**src/iomd_pkg.sv**
```systemverilog
`default_nettype none
package iomd_pkg;

   localparam int TQ_DEPTH_DEF = 2;
   localparam int RQ_DEPTH_DEF = 2;

   localparam logic [7:0] TYPE_ADD      = 8'h41;
   localparam logic [7:0] TYPE_ADD_ATTR = 8'h46;
   localparam logic [7:0] TYPE_EXEC     = 8'h45;
   localparam logic [7:0] TYPE_CANCEL   = 8'h58;
   localparam logic [7:0] TYPE_DELETE   = 8'h44;
   localparam logic [7:0] TYPE_REPLACE  = 8'h55;
   localparam logic [7:0] SIDE_BUY      = 8'h42;

   typedef enum logic [2:0] {
      CMD_ADD       = 3'd0,
      CMD_EXECUTED  = 3'd1,
      CMD_CANCEL    = 3'd2,
      CMD_DELETE    = 3'd3,
      CMD_REPLACE   = 3'd4,
      CMD_MALFORMED = 3'd5,
      CMD_SKIPPED   = 3'd6
   } cmd_type;

   // one body byte with its framing position
   typedef struct packed {
      logic [7:0]  data;
      logic [15:0] pos;
      logic [15:0] len;
      logic        last;
   } tok_type;

   typedef struct packed {
      logic [2:0]  cmd;
      logic [63:0] order_ref;
      logic [63:0] new_ref;
      logic        side_sell;
      logic [31:0] share_count;
      logic [31:0] limit_price;
      logic [31:0] processed_count;
      logic [31:0] malformed_count;
      logic [31:0] skipped_count;
   } rsp_type;

endpackage
`default_nettype wire

```
**src/iomd_fifo.sv**
```systemverilog
`default_nettype none
module iomd_fifo #(
   parameter int WIDTH = 8,
   parameter int DEPTH = 2
) (
   input  logic             clock,
   input  logic             reset,
   input  logic             push,
   input  logic [WIDTH-1:0] wdata,
   output logic             full,
   input  logic             pop,
   output logic [WIDTH-1:0] rdata,
   output logic             empty
);
   localparam int PTR_W = (DEPTH > 1) ? $clog2(DEPTH) : 1;
   localparam int CNT_W = $clog2(DEPTH + 1);

   logic [WIDTH-1:0] slot_ff [DEPTH];
   logic [PTR_W-1:0] wr_ptr_ff, wr_ptr_in;
   logic [PTR_W-1:0] rd_ptr_ff, rd_ptr_in;
   logic [CNT_W-1:0] count_ff, count_in;
   logic             do_push, do_pop;

   assign full    = (count_ff == CNT_W'(DEPTH));
   assign empty   = (count_ff == '0);
   assign do_push = push && !full;
   assign do_pop  = pop && !empty;
   assign rdata   = slot_ff[rd_ptr_ff];

   always_comb begin
      wr_ptr_in = wr_ptr_ff;
      rd_ptr_in = rd_ptr_ff;
      count_in  = count_ff;
      if (do_push) begin
         wr_ptr_in = (wr_ptr_ff == PTR_W'(DEPTH - 1)) ? '0 : wr_ptr_ff + PTR_W'(1);
      end
      if (do_pop) begin
         rd_ptr_in = (rd_ptr_ff == PTR_W'(DEPTH - 1)) ? '0 : rd_ptr_ff + PTR_W'(1);
      end
      if (do_push && !do_pop) begin
         count_in = count_ff + CNT_W'(1);
      end else if (do_pop && !do_push) begin
         count_in = count_ff - CNT_W'(1);
      end
   end

   always_ff @(posedge clock) begin
      if (reset) begin
         wr_ptr_ff <= '0;
         rd_ptr_ff <= '0;
         count_ff  <= '0;
      end else begin
         wr_ptr_ff <= wr_ptr_in;
         rd_ptr_ff <= rd_ptr_in;
         count_ff  <= count_in;
      end
   end

   always_ff @(posedge clock) begin
      if (do_push) begin
         slot_ff[wr_ptr_ff] <= wdata;
      end
   end

endmodule
`default_nettype wire

```
**src/iomd_front.sv**
```systemverilog
`default_nettype none
module iomd_front (
   input  logic              clock,
   input  logic              reset,
   input  logic              in_push,
   output logic              in_full,
   input  logic              in_kind,
   input  logic [7:0]        in_byte,
   output logic              tok_push,
   output iomd_pkg::tok_type tok_data,
   input  logic              tok_full
);
   import iomd_pkg::*;

   typedef enum logic [1:0] {
      PH_LEN_HI,
      PH_LEN_LO,
      PH_BODY,
      PH_HALT
   } phase_type;

   phase_type   phase_ff;
   logic [15:0] len_ff;
   logic [15:0] pos_ff;
   logic        accept;
   logic        last;
   logic [15:0] len_lo;

   assign in_full  = tok_full;
   assign accept   = in_push && !tok_full;
   assign last     = ({1'b0, pos_ff} + 17'd1) >= {1'b0, len_ff};
   assign len_lo   = {len_ff[15:8], in_byte};
   assign tok_push = accept && !in_kind && (phase_ff == PH_BODY);

   always_comb begin
      tok_data.data = in_byte;
      tok_data.pos  = pos_ff;
      tok_data.len  = len_ff;
      tok_data.last = last;
   end

   always_ff @(posedge clock) begin
      if (reset) begin
         phase_ff <= PH_LEN_HI;
         len_ff   <= '0;
         pos_ff   <= '0;
      end else if (accept) begin
         if (in_kind) begin
            // end of stream: drop partial message and restart framing
            phase_ff <= PH_LEN_HI;
            len_ff   <= '0;
            pos_ff   <= '0;
         end else begin
            unique case (phase_ff)
               PH_LEN_HI: begin
                  len_ff   <= {in_byte, 8'h00};
                  phase_ff <= PH_LEN_LO;
               end
               PH_LEN_LO: begin
                  len_ff   <= len_lo;
                  pos_ff   <= '0;
                  phase_ff <= (len_lo == '0) ? PH_HALT : PH_BODY;
               end
               PH_BODY: begin
                  if (last) begin
                     pos_ff   <= '0;
                     phase_ff <= PH_LEN_HI;
                  end else begin
                     pos_ff <= pos_ff + 16'd1;
                  end
               end
               PH_HALT: begin
                  phase_ff <= PH_HALT;
               end
               default: begin
                  phase_ff <= PH_LEN_HI;
               end
            endcase
         end
      end
   end

endmodule
`default_nettype wire

```
**src/iomd_back.sv**
```systemverilog
`default_nettype none
module iomd_back (
   input  logic              clock,
   input  logic              reset,
   input  logic              tok_empty,
   input  iomd_pkg::tok_type tok_data,
   output logic              tok_pop,
   output logic              rsp_push,
   output iomd_pkg::rsp_type rsp_data,
   input  logic              rsp_full
);
   import iomd_pkg::*;

   localparam logic [15:0] REF_LO      = 16'd11;
   localparam logic [15:0] SIDE_POS    = 16'd19;
   localparam logic [15:0] ADD_SH_LO   = 16'd20;
   localparam logic [15:0] ADD_PR_LO   = 16'd32;
   localparam logic [15:0] EX_SH_LO    = 16'd19;
   localparam logic [15:0] RP_NREF_LO  = 16'd19;
   localparam logic [15:0] RP_SH_LO    = 16'd27;
   localparam logic [15:0] RP_PR_LO    = 16'd31;
   localparam logic [15:0] NEED_ADD    = 16'd36;
   localparam logic [15:0] NEED_EXEC   = 16'd31;
   localparam logic [15:0] NEED_CANCEL = 16'd23;
   localparam logic [15:0] NEED_DELETE = 16'd19;
   localparam logic [15:0] NEED_REPL   = 16'd35;

   logic [7:0]  type_ff, type_in;
   logic [63:0] ref_ff, ref_in;
   logic [63:0] nref_ff, nref_in;
   logic        side_ff, side_in;
   logic [31:0] shares_ff, shares_in;
   logic [31:0] price_ff, price_in;
   logic [31:0] proc_ff, proc_in;
   logic [31:0] malf_ff, malf_in;
   logic [31:0] skip_ff, skip_in;
   logic        take;
   logic        finish;
   logic [15:0] need;
   cmd_type     kind_cmd;
   logic [7:0]  b;
   logic [15:0] p;

   function automatic logic in_span(input logic [15:0] pos, input logic [15:0] lo,
                                    input logic [15:0] n);
      in_span = (pos >= lo) && ({1'b0, pos} < ({1'b0, lo} + {1'b0, n}));
   endfunction

   function automatic logic [31:0] sat_inc(input logic [31:0] v);
      sat_inc = (v == '1) ? v : v + 32'd1;
   endfunction

   assign take     = !tok_empty && !rsp_full;
   assign tok_pop  = take;
   assign finish   = take && tok_data.last;
   assign rsp_push = finish;
   assign b        = tok_data.data;
   assign p        = tok_data.pos;

   // field capture
   always_comb begin
      type_in   = type_ff;
      ref_in    = ref_ff;
      nref_in   = nref_ff;
      side_in   = side_ff;
      shares_in = shares_ff;
      price_in  = price_ff;
      if (take) begin
         if (p == '0) begin
            type_in   = b;
            ref_in    = '0;
            nref_in   = '0;
            side_in   = 1'b0;
            shares_in = '0;
            price_in  = '0;
         end else begin
            if (in_span(p, REF_LO, 16'd8)) begin
               ref_in = {ref_ff[55:0], b};
            end
            case (type_ff) inside
               TYPE_ADD, TYPE_ADD_ATTR: begin
                  if (p == SIDE_POS) begin
                     side_in = (b != SIDE_BUY);
                  end
                  if (in_span(p, ADD_SH_LO, 16'd4)) begin
                     shares_in = {shares_ff[23:0], b};
                  end
                  if (in_span(p, ADD_PR_LO, 16'd4)) begin
                     price_in = {price_ff[23:0], b};
                  end
               end
               TYPE_EXEC, TYPE_CANCEL: begin
                  if (in_span(p, EX_SH_LO, 16'd4)) begin
                     shares_in = {shares_ff[23:0], b};
                  end
               end
               TYPE_REPLACE: begin
                  if (in_span(p, RP_NREF_LO, 16'd8)) begin
                     nref_in = {nref_ff[55:0], b};
                  end
                  if (in_span(p, RP_SH_LO, 16'd4)) begin
                     shares_in = {shares_ff[23:0], b};
                  end
                  if (in_span(p, RP_PR_LO, 16'd4)) begin
                     price_in = {price_ff[23:0], b};
                  end
               end
               default: begin
               end
            endcase
         end
      end
   end

   // message type decode
   always_comb begin
      unique case (type_in) inside
         TYPE_ADD, TYPE_ADD_ATTR: begin
            need     = NEED_ADD;
            kind_cmd = CMD_ADD;
         end
         TYPE_EXEC: begin
            need     = NEED_EXEC;
            kind_cmd = CMD_EXECUTED;
         end
         TYPE_CANCEL: begin
            need     = NEED_CANCEL;
            kind_cmd = CMD_CANCEL;
         end
         TYPE_DELETE: begin
            need     = NEED_DELETE;
            kind_cmd = CMD_DELETE;
         end
         TYPE_REPLACE: begin
            need     = NEED_REPL;
            kind_cmd = CMD_REPLACE;
         end
         default: begin
            need     = '0;
            kind_cmd = CMD_SKIPPED;
         end
      endcase
   end

   // result build and counters
   always_comb begin
      proc_in = proc_ff;
      malf_in = malf_ff;
      skip_in = skip_ff;
      rsp_data             = '0;
      rsp_data.cmd         = kind_cmd;
      if (finish) begin
         proc_in = sat_inc(proc_ff);
      end
      if (kind_cmd == CMD_SKIPPED) begin
         if (finish) begin
            skip_in = sat_inc(skip_ff);
         end
      end else if (tok_data.len < need) begin
         rsp_data.cmd = CMD_MALFORMED;
         if (finish) begin
            malf_in = sat_inc(malf_ff);
         end
      end else begin
         rsp_data.order_ref = ref_in;
         unique case (kind_cmd)
            CMD_ADD: begin
               rsp_data.side_sell   = side_in;
               rsp_data.share_count = shares_in;
               rsp_data.limit_price = price_in;
            end
            CMD_EXECUTED, CMD_CANCEL: begin
               rsp_data.share_count = shares_in;
            end
            CMD_REPLACE: begin
               rsp_data.new_ref     = nref_in;
               rsp_data.share_count = shares_in;
               rsp_data.limit_price = price_in;
            end
            default: begin
            end
         endcase
      end
      rsp_data.processed_count = proc_in;
      rsp_data.malformed_count = malf_in;
      rsp_data.skipped_count   = skip_in;
   end

   always_ff @(posedge clock) begin
      if (reset) begin
         type_ff   <= '0;
         ref_ff    <= '0;
         nref_ff   <= '0;
         side_ff   <= 1'b0;
         shares_ff <= '0;
         price_ff  <= '0;
         proc_ff   <= '0;
         malf_ff   <= '0;
         skip_ff   <= '0;
      end else begin
         type_ff   <= type_in;
         ref_ff    <= ref_in;
         nref_ff   <= nref_in;
         side_ff   <= side_in;
         shares_ff <= shares_in;
         price_ff  <= price_in;
         proc_ff   <= proc_in;
         malf_ff   <= malf_in;
         skip_ff   <= skip_in;
      end
   end

endmodule
`default_nettype wire

```
**src/itch_order_message_decoder_core.sv**
```systemverilog
// itch order message decoder
// input queue side: one word per push, req_kind 0 carries a stream byte in
// req_in_byte, req_kind 1 marks end of stream. a word is taken on a rising
// edge with req_push high and req_full low.
// the stream is 2-byte big-endian length words followed by a body; add,
// executed, cancel, delete and replace bodies are decoded, and one result word
// comes out on the last body byte of each message with three saturating
// counters. length bytes, halted bytes and end of stream give no result.
// result queue side: the oldest result is on the rsp_ ports while rsp_empty is
// low and is taken on a rising edge with rsp_pop high.
// throughput is one byte per cycle while no queue is full: the framer takes
// a byte each cycle into a TQ_DEPTH token queue, and the field capture unit
// drains one token a cycle. the last byte is registered in the token queue,
// then its result in the RQ_DEPTH result queue; when the consumer stalls,
// results collect there, capture stops, tokens back up, and req_full rises.
// reset (synchronous) empties both queues, restarts framing at the length
// high byte and clears all counters.
`default_nettype none
module itch_order_message_decoder_core #(
   parameter int TQ_DEPTH = iomd_pkg::TQ_DEPTH_DEF,
   parameter int RQ_DEPTH = iomd_pkg::RQ_DEPTH_DEF
) (
   input  logic        clock,
   input  logic        reset,
   input  logic        req_push,
   output logic        req_full,
   input  logic        req_kind,
   input  logic [7:0]  req_in_byte,
   output logic        rsp_empty,
   input  logic        rsp_pop,
   output logic [2:0]  rsp_cmd,
   output logic [63:0] rsp_order_ref,
   output logic [63:0] rsp_new_ref,
   output logic        rsp_side_sell,
   output logic [31:0] rsp_share_count,
   output logic [31:0] rsp_limit_price,
   output logic [31:0] rsp_processed_count,
   output logic [31:0] rsp_malformed_count,
   output logic [31:0] rsp_skipped_count
);
   import iomd_pkg::*;

   localparam int TOK_W = $bits(tok_type);
   localparam int RSP_W = $bits(rsp_type);

   logic             tq_push, tq_full, tq_pop, tq_empty;
   tok_type          tq_wdata, tq_rdata;
   logic [TOK_W-1:0] tq_rvec;
   logic             rq_push, rq_full;
   rsp_type          rq_wdata, rq_rdata;
   logic [RSP_W-1:0] rq_rvec;

   iomd_front u_front (
      .clock    (clock),
      .reset    (reset),
      .in_push  (req_push),
      .in_full  (req_full),
      .in_kind  (req_kind),
      .in_byte  (req_in_byte),
      .tok_push (tq_push),
      .tok_data (tq_wdata),
      .tok_full (tq_full)
   );

   iomd_fifo #(
      .WIDTH (TOK_W),
      .DEPTH (TQ_DEPTH)
   ) u_tok_queue (
      .clock (clock),
      .reset (reset),
      .push  (tq_push),
      .wdata (tq_wdata),
      .full  (tq_full),
      .pop   (tq_pop),
      .rdata (tq_rvec),
      .empty (tq_empty)
   );

   assign tq_rdata = tok_type'(tq_rvec);

   iomd_back u_back (
      .clock     (clock),
      .reset     (reset),
      .tok_empty (tq_empty),
      .tok_data  (tq_rdata),
      .tok_pop   (tq_pop),
      .rsp_push  (rq_push),
      .rsp_data  (rq_wdata),
      .rsp_full  (rq_full)
   );

   iomd_fifo #(
      .WIDTH (RSP_W),
      .DEPTH (RQ_DEPTH)
   ) u_rsp_queue (
      .clock (clock),
      .reset (reset),
      .push  (rq_push),
      .wdata (rq_wdata),
      .full  (rq_full),
      .pop   (rsp_pop),
      .rdata (rq_rvec),
      .empty (rsp_empty)
   );

   assign rq_rdata            = rsp_type'(rq_rvec);
   assign rsp_cmd             = rq_rdata.cmd;
   assign rsp_order_ref       = rq_rdata.order_ref;
   assign rsp_new_ref         = rq_rdata.new_ref;
   assign rsp_side_sell       = rq_rdata.side_sell;
   assign rsp_share_count     = rq_rdata.share_count;
   assign rsp_limit_price     = rq_rdata.limit_price;
   assign rsp_processed_count = rq_rdata.processed_count;
   assign rsp_malformed_count = rq_rdata.malformed_count;
   assign rsp_skipped_count   = rq_rdata.skipped_count;

endmodule
`default_nettype wire

```
**config.mk**
```make
export PLATFORM = sky130hd
export DESIGN_NAME = itch_order_message_decoder_core
export DESIGN_NICKNAME = d
export VERILOG_FILES = /design/src/iomd_pkg.sv /design/src/iomd_fifo.sv /design/src/iomd_front.sv /design/src/iomd_back.sv /design/src/itch_order_message_decoder_core.sv
export SDC_FILE = /design/constraint.sdc
export NUM_CORES = 2
export LEC_CHECK = 0
export ABC_CLOCK_PERIOD_IN_PS = 30100
export BUFFER_PORTS_ARGS = -buffer_cell sky130_fd_sc_hd__buf_4
export CAP_MARGIN = 20
export CORE_ASPECT_RATIO = 0.75
export CORE_MARGIN = 5
export CORE_UTILIZATION = 53
export DETAILED_ROUTE_END_ITERATION = 8
export PLACE_DENSITY = 0.71
export SYNTH_ARGS = -nofsm -noshare
export SYNTH_HDL_FRONTEND = slang
export SYNTH_SLANG_ARGS = --single-unit
```
**constraint.sdc**
```tcl
create_clock -name clock -period 30.1 [get_ports clock]
set_clock_uncertainty 0.2 [all_clocks]
set_input_delay 7.525 -clock clock [delete_from_list [all_inputs] [get_ports clock]]
set_output_delay 7.525 -clock clock [all_outputs]
set_load 0.05 [all_outputs]
```
==> qor.csv <==
metric;value;unit
status;finished, violations left;
violations;max-slew violations;
rsz0062_at_grt;no;
syn_area_per_cell;13.4;sq um
post-cts-setup-buffer-count;0;
clock-root-buffer;clkbuf_16;
cts_sinks;1007;
setup_viol;0;
detail_route.wirelength;93600;microns
yosysTopAreaCellShare;0.495;
dp_hpwl;60000;microns
syn_inst;3022;
fmax;92.0;MHz
cts_buffers;94;
grt-ovfl-total;0;
crit_buf_inv;2;
dp_slack;19.92;ns
antenna_found_initial;0;
clk_latency;0.66;ns
synth_seq_cells;1007;
async_flop_share;0;
slew_viol_final;73;
htreeDepth;3;
synthTopCellsByArea;edfxtp_1, dfxtp_1, mux2_2;
syn_area;0.0404;sq mm
drc;0;
yosysSeqAreaShare;0.663;
rows;87;
synth_nets;3062;
grtUsageMet3;0.0449;
post-route-period-util;0.361;
min_path_type;reg -> reg;
fin_nets;3333;
worstHoldEndpoint;u_back.nref_ff[62]$_SDFF_PP0_;
die_x;329;microns
cts_resized;0;
yosysWarnings;0;
final.setup.worst_slack;19.22;ns
rrSetupSlack;23.69;ns
max-cap-violations;0;
critPathMaxFanout;166;
drt_pass1_iterations;5;
leakagePower;16.5;nW
grtUsageTotal;0.220;
synth_top_cell_by_area;edfxtp_1;
cts_buffer_depth;3;
required;22.38;ns
top_usage_layer;met2;
core_area;0.0754;sq mm
io_buffers;306;
tightestPinTransition;1.60;ns
drt_iter0_markers;2288;
fillerInstances;5688;
cpPeakStageDelay;0.86;ns
hold-path-cell-count;2;
slew-limit-headroom;-0.0674;
vdd_ir_drop_max;0.0642;mV
syn2layout_area_growth;16.2;%
hold_viol;0;
n_antenna_cell;0;
grt_pass1_wl;143000;microns
use_met1;0.302;
reg2reg_to;u_rsp_queue.slot_ff[0][160]$_DFFE_PP_;
crit_path_top_delay_cell;dfxtp_4;
initial_core_util;0.536;
grt_pass1_vias;25100;
critPathLaunchType;flop;
clkTransAtPathRegs;0.06;ns
synth_enable_flop_cells;666;
wl_per_cell;21.3;microns
ys.flop_type;edfxtp_1;
avgViaCountPerCell;5.73;
min_period;10.88;ns
die_y;249;microns
powerDensity;90.4;mW/mm^2
cp.depth;3;
ant_nets;0;
seq_area;0.0268;sq mm
place.gp.congestion;0.908;
multiInputGateArea;0.0128;sq mm
yosysMostFrequentCell;edfxtp_1;
grt_max_degree;188;
worstHoldStart;u_back.nref_ff[62]$_SDFF_PP0_;
crit_family;buffers and inverters;
synthTopCellsByCount;edfxtp_1, nor2_1, mux2_2, dfxtp_1, a22oi_1;
synth_cell_types;83;
cp.arrival;3.15;ns
tritoncts;done;
finalPower;4.25;mW
tns;0;ns
crit_chain;buf_12 -> mux2_2 -> buf_4;
drive_above_1_share;0.265;
ios;307;
ff2ff_path_depth;17;
ctsHoldBuffers;0;
criticalPathCategory;reg -> out;
use_met2;0.358;
die_area;0.0820;sq mm
vias;25200;
endpoint_kind;primary output;
worst max-delay path by stage:
| stage | slack, ns | endpoint | startpoint |
|---|---|---|---|
| 2_1_floorplan | 15.62 | u_rsp_queue.slot_ff[0][0]$_DFFE_PP_ | flop |
| 3_3_place_gp | 19.94 | rsp_order_ref[10] | flop |
| 3_5_place_dp | 19.92 | rsp_order_ref[10] | flop |
| 4_1_cts | 19.20 | rsp_order_ref[21] | flop |
| 5_1_grt | 19.09 | rsp_processed_count[18] | flop |
| 6_report | 19.22 | rsp_order_ref[4] | flop |
worst min-delay path: stages, from the launching register on:
cell and delay (ns):
dfxtp_1 0.30, a22oi_1 0.07, nor2_1 0.08
power by group:
group	internal [mW]	total [mW]	switching [mW]
logic	0.399	1.33	0.929
registers	1.64	1.69	0.0542
clock network	0.720	1.23	0.509
total	2.76	4.25	1.49
logic make-up (layout without fill, tap and decap cells):
logic type | after synthesis | count (layout) | synth area share
AO/OA/AOI/OAI | 368 | 368 | 0.0681
flip-flops | 1007 | 1007 | 0.663
XOR/XNOR | 100 | 100 | 0.0217
multiplexers | 369 | 369 | 0.103
buffers and inverters | 203 | 555 | 0.0203
adder cells (fa/ha/maj) | 27 | 27 | 0.00836
AND/OR/NAND/NOR | 948 | 948 | 0.116
metrics by stage:
stage	instance area (sq um)	hold WS, ns	util	instances
3_3_place_gp	43700	0.264	0.579	4216
3_5_place_dp	43700	0.282	0.579	4216
6_report	47000	0.294	0.623	4397
5_1_grt	47000	0.330	0.623	4397
4_1_cts	46900	0.300	0.622	4393
2_1_floorplan	40400	0.247	-	3022
per-layer routing:
layer	part of all wire	routed length (microns)	vias up
met5	0	0	-
met4	0.030	2800	0
met2	0.48	45000	740
met3	0.061	5740	159
met1	0.43	40100	12600
li1	-	-	11800
state kept, by name, summed over array words and instances, names as in the netlist, 8 cells and up, named ones only:
register	cells
u_tok_queue.slot_ff	82
u_back.proc_ff	32
u_back.ref_ff	64
u_back.nref_ff	64
u_back.skip_ff	32
u_back.price_ff	32
u_rsp_queue.slot_ff	584
u_back.type_ff	8
u_front.pos_ff	16
u_front.len_ff	16
u_back.shares_ff	32
u_back.malf_ff	32
cell type report:
| type | instances | share of cell area |
|---|---|---|
| inverters | 37 | 0.00296 |
| multi-input cells | 1812 | 0.273 |
| repair buffers | 341 | 0.0566 |
| flip-flops and latches | 1007 | 0.571 |
| clock buffers | 127 | 0.0559 |
| clock inverters | 50 | 0.0130 |
| well taps | 1023 | 0.0272 |
cell usage in the layout, fill, tap and decap left out, drive strengths merged, types with 12 or more instances in the layout:
| cell | instances |
|---|---|
| xor2 | 64 |
| nor4 | 45 |
| and3 | 28 |
| nor2 | 498 |
| edfxtp | 666 |
| ha | 27 |
| o21ai | 30 |
| or3 | 15 |
| a21oi | 48 |
| a22o | 15 |
| xnor2 | 36 |
| mux2 | 359 |
| nand2 | 84 |
| and4 | 16 |
| clkinv | 33 |
| bufinv | 12 |
| and2 | 48 |
| nand3 | 61 |
| or4 | 14 |
| a22oi | 200 |
| dfxtp | 341 |
| buf | 341 |
| nor2b | 46 |
| nand4 | 25 |
| clkbuf | 127 |
| inv | 39 |
| nor3 | 28 |
(Power assumes the default switching activity.)
